$ cat config.mk
export PLATFORM = sky130hd
export DESIGN_NAME = rfwdl_div
export DESIGN_NICKNAME = d
export VERILOG_FILES = /design/src/rtl/rfwdl_pkg.sv /design/src/rtl/rfwdl_div.sv
export SDC_FILE = /design/constraint.sdc
export NUM_CORES = 1
export LEC_CHECK = 0
export BUFFER_PORTS_ARGS = -buffer_cell sky130_fd_sc_hd__clkbuf_2
export CAP_MARGIN = 40
export CORE_MARGIN = 2
export CORE_UTILIZATION = 40
export DETAILED_ROUTE_END_ITERATION = 10
export PLACE_DENSITY = 0.72
export RECOVER_POWER = 100
export SYNTH_ARGS = -nofsm -noshare
export SYNTH_HDL_FRONTEND = slang
export SYNTH_SLANG_ARGS = --single-unit
$ cat constraint.sdc
create_clock -name clk -period 2.51 [get_ports clk]
set_input_delay 0.502 -clock clk [delete_from_list [all_inputs] [get_ports clk]]
set_output_delay 0.502 -clock clk [all_outputs]
set_load 0.02 [all_outputs]
$ cat src/rtl/rfwdl_pkg.sv
// Package for the ramped fractional-write delay line.
// Fixed widths, codes and saturation helpers shared by the rtl files.
// No dependencies.
package rfwdl_pkg;

  localparam int SAMPLE_W = 16;   // Q1.15 audio
  localparam int TARGET_W = 12;   // whole-sample target length
  localparam int FRAC_BITS = 12;  // Q.12 fractional length
  localparam int CELL_W = 18;     // store cell width
  localparam int STEPS_W = 16;    // ramp_steps register
  localparam int TDATA_IN_W = 32;

  localparam logic [STEPS_W-1:0] RAMP_STEPS_RST = 16'd4410;
  localparam int HALF_LSB = 2048;

  // action codes carried in tuser
  localparam logic ACT_SAMPLE = 1'b0;
  localparam logic ACT_SET = 1'b1;

  // clamp a 19-bit sum to an 18-bit cell
  function automatic logic signed [CELL_W-1:0] sat_cell(input logic signed [CELL_W:0] v);
    logic signed [CELL_W-1:0] r;
    if (v[CELL_W] != v[CELL_W-1]) begin
      r = v[CELL_W] ? {1'b1, {(CELL_W-1){1'b0}}} : {1'b0, {(CELL_W-1){1'b1}}};
    end else begin
      r = v[CELL_W-1:0];
    end
    return r;
  endfunction

  // clamp a cell to a Q1.15 sample
  function automatic logic signed [SAMPLE_W-1:0] sat_out(input logic signed [CELL_W-1:0] v);
    logic signed [SAMPLE_W-1:0] r;
    if (v > $signed(CELL_W'(32767))) begin
      r = 16'sh7fff;
    end else if (v < -$signed(CELL_W'(32768))) begin
      r = 16'sh8000;
    end else begin
      r = v[SAMPLE_W-1:0];
    end
    return r;
  endfunction

endpackage

$ cat src/rtl/rfwdl_div.sv
// Restoring divider for the glide step: one quotient bit per cycle.
// Uses rfwdl_pkg for the divisor width.
module rfwdl_div #(
  parameter int DW = 25,
  localparam int CNTW = $clog2(DW + 1)
) (
  input  logic                          clk,
  input  logic                          rst,
  input  logic                          start,
  input  logic [DW-1:0]                 dividend,
  input  logic [rfwdl_pkg::STEPS_W-1:0] divisor,
  output logic                          busy,
  output logic                          done,
  output logic [DW-1:0]                 quotient
);
  import rfwdl_pkg::*;

  logic [CNTW-1:0]    cnt;
  logic [DW-1:0]      quo;
  logic [STEPS_W-1:0] rem;
  logic [STEPS_W-1:0] dvs;
  logic [STEPS_W:0]   shifted;
  logic [STEPS_W:0]   diff;

  assign shifted = {rem, quo[DW-1]};
  assign diff = shifted - {1'b0, dvs};

  always_ff @(posedge clk) begin
    if (rst) begin
      busy <= 1'b0;
      cnt <= '0;
    end else if (start) begin
      busy <= 1'b1;
      cnt <= CNTW'(DW);
    end else if (busy) begin
      if (cnt == '0) begin
        busy <= 1'b0;
      end else begin
        cnt <= cnt - 1'b1;
      end
    end
  end

  always_ff @(posedge clk) begin
    if (start) begin
      quo <= dividend;
      rem <= '0;
      dvs <= divisor;
    end else if (busy && cnt != '0) begin
      if (!diff[STEPS_W]) begin
        rem <= diff[STEPS_W-1:0];
        quo <= {quo[DW-2:0], 1'b1};
      end else begin
        rem <= shifted[STEPS_W-1:0];
        quo <= {quo[DW-2:0], 1'b0};
      end
    end
  end

  assign done = busy && (cnt == '0);
  assign quotient = quo;

endmodule

==> reports/results.txt <==
Routed Antenna Nets -> 0
IO Port Bufs -> 70
Initial antenna violation count -> 0
PwrDens -> 678.8 mW/mm2
Vias in the first global route -> 2,385
Die area -> 0.009095 mm2
TritonRoute pass-1 iters -> 4
CTS buffer count -> 9
Share of cells above drive strength 1 -> 0.2141
Grt total ovfl -> 0
Reg power frac -> 0.465
Worst vdd ir -> 0.0002805 V
CTS H-tree depth -> 3
Sink Count -> 63
CP Max Fanout -> 7
Vias -> 2,506
GR Util All Layers -> 0.1581
Fill count -> 761
Synth Register Bits -> 63
Internal power -> 1.869 mW
Multi-input logic area -> 0.001580 mm2
Most frequent cells in the layout -> clkbuf_2 (43), edfxtp_1 (41), clkbuf_1 (30)
Seq/Total Area, Yosys -> 0.5006
Synthesized instance count -> 295
Die Span X -> 95.37 um
Outcome -> complete, but fails checks
Mapped Area -> 0.003339 mm2
Largest net degree at the start of global routing -> 30
Crit path kind -> register to register
Reg clk slew, reported paths -> 70 ps
Routed WL -> 6789 um
Final hold slack -> 327.7 ps
Ys async rst share -> 0
Vias per cell -> 5.135
Hold Path Class -> input port to register
Post-Route Utilization -> 0.4973
CTS tree -> built
Number of diodes -> 0
Syn_area_per_cell -> 11.32 um2
Failing checks -> capacitance limit, slew limit
Most used flip-flop cell after synthesis -> edfxtp_1
Relative slew slack -> -0.05338
Net load switching power -> 0.8772 mW
Most common cell after layout, fill and taps aside -> clkbuf_2
Clock root cell -> clkbuf_8
Routed len/inst -> 13.91 um
I/O pin cnt -> 71
Final Hold Fails -> 0
Synthesized net count -> 357
Switch share -> 0.3195
Initial Util -> 0.4106
Num rows -> 33
Worst path arrival time -> 2690 ps
Initial DRC count -> 97
Clock Latency Late Sink -> 350 ps
Final nets -> 440
Core ar. -> 0.008134 mm2
Logic gate share of total power -> 0.245
Least-Margin Pin Slew -> 1580 ps
Critical Path RT -> 2750 ps
Final max-slew violation count -> 30
CP Capture Type -> register
Max-cap violations -> 1
Yosys cell types -> 46
Register area -> 0.001672 mm2
Die height -> 95.37 um
# setup viols final -> 0
PnR Total Power -> 2.746 mW
Placed wire-length estimate -> 5025 um
Tmin final -> 2453 ps
Worst Skew -> 5.809 ps
Achievable Freq -> 407.6 MHz
Startpoint Class -> register
# DRC -> 0
Pleak -> 1.636 nW
Yosys warnings -> 0
RSZ-0062 raised after global routing -> true
EDFF count, synth -> 41
Clock Power Share -> 0.290
Final GP Congestion -> 0.8866
Area growth, synth to finish -> 21.13%
Clock Tree Buf Depth -> 2
Crit share post-route -> 0.9774
First-pass GRT wire length -> 11,080 um
Hold buffer count at CTS -> 0
synth_stat cells, drive strengths merged, types with 2 or more instances:
library cell | instances | area, um2
mux2i | 11 | 110.1
nor3 | 4 | 20.02
o2111ai | 2 | 23.77
dfxtp | 22 | 440.4
xnor2 | 9 | 86.34
nand2b | 8 | 50.05
nand3 | 3 | 15.01
nor2 | 27 | 101.4
nand2 | 13 | 48.80
xor2 | 5 | 43.79
ha | 17 | 212.7
a311oi | 2 | 17.52
a21oi | 19 | 98.85
buf | 2 | 18.77
edfxtp | 41 | 1231
a21o | 2 | 15.01
inv | 20 | 75.07
a211oi | 11 | 87.58
clkbuf | 9 | 33.78
and3 | 3 | 18.77
a311o | 2 | 20.02
o21ai | 12 | 60.06
o21a | 6 | 45.04
o211ai | 2 | 15.01
nor4 | 3 | 18.77
nor4b | 2 | 30.03
mux2 | 26 | 292.8
cell families (layout without fill, tap and decap cells):
logic type | after synthesis | in the layout | synth area share
xor+xnor | 14 | 14 | 0.03897
buf+inv | 32 | 120 | 0.03934
fa+ha+maj | 18 | 18 | 0.06969
mux | 37 | 37 | 0.1206
flops | 63 | 63 | 0.5006
compound gates | 64 | 64 | 0.1315
simple gates | 67 | 67 | 0.09929
worst max-delay path: stages (launching register included):
cell       delay, ps
edfxtp_1         350
inv_1             50
ha_2             190
fa_2             370
nor2b_4          150
o2111ai_4        140
a31oi_4          190
a211oi_2         110
xnor2_2          190
buf_4            190
nor4b_2           50
a311o_1          360
power by group through the flow:
stage	combinational (mW)	clock, mW	sequential (mW)
floorplan	0.424	0	1.35
global placement	0.657	0	1.29
detailed placement	0.671	0	1.30
CTS	0.676	0.829	1.28
global route	0.747	0.871	1.29
finish	0.673	0.797	1.28
worst paths after layout:
path | startpoint | end | slack [ps] | cells after the start
worst max-delay path | quotient[24] | rem[12] | 60 | 11
worst min-delay path | divisor[15] | dvs[15] | 330 | 1
worst max register to register | quotient[24] | rem[12] | 60 | 11
worst min register to register | rem[1] | rem[1] | 490 | 2
stage by stage:
step / area, um2 / cells / TNS (ps) / worst slack [ps]
floorplan: 3352 / 295 / -92.59 / -36.22
global placement: 3871 / 471 / 0 / 124.1
detailed placement: 3871 / 471 / 0 / 30.32
CTS: 4051 / 487 / 0 / 0.3391
global route: 4045 / 488 / -261.4 / -67.47
finish: 4045 / 488 / 0 / 56.83
timing repair:
action                                  CTS  global route
endpoints found under the setup margin    0            17
setup buffers                             0             1
gates resized for setup                   0             4
per-layer routing:
metal,global-route usage,part of all wire,vias up
met5,0,0,-
met1,0.2032,0.46,1198
met4,0.06071,0.014,0
li1,-,-,1251
met2,0.2547,0.48,48
met3,0.04269,0.043,9
state kept, by name, indices dropped and copies added (netlist names):
register / cells
quotient: 25
dvs: 16
rem: 16
cnt: 5
busy: 1
final cells by class:
type | count | share of cell area
Timing Repair Buffer | 83 | 0.09960
Tap cell | 105 | 0.03248
Multi-Input combinational cell | 200 | 0.3907
Inverter | 21 | 0.01949
Sequential cell | 63 | 0.4132
Clock inverter | 7 | 0.01392
Clock buffer | 9 | 0.03062
Note: power is estimated with default switching activity, not from simulation.
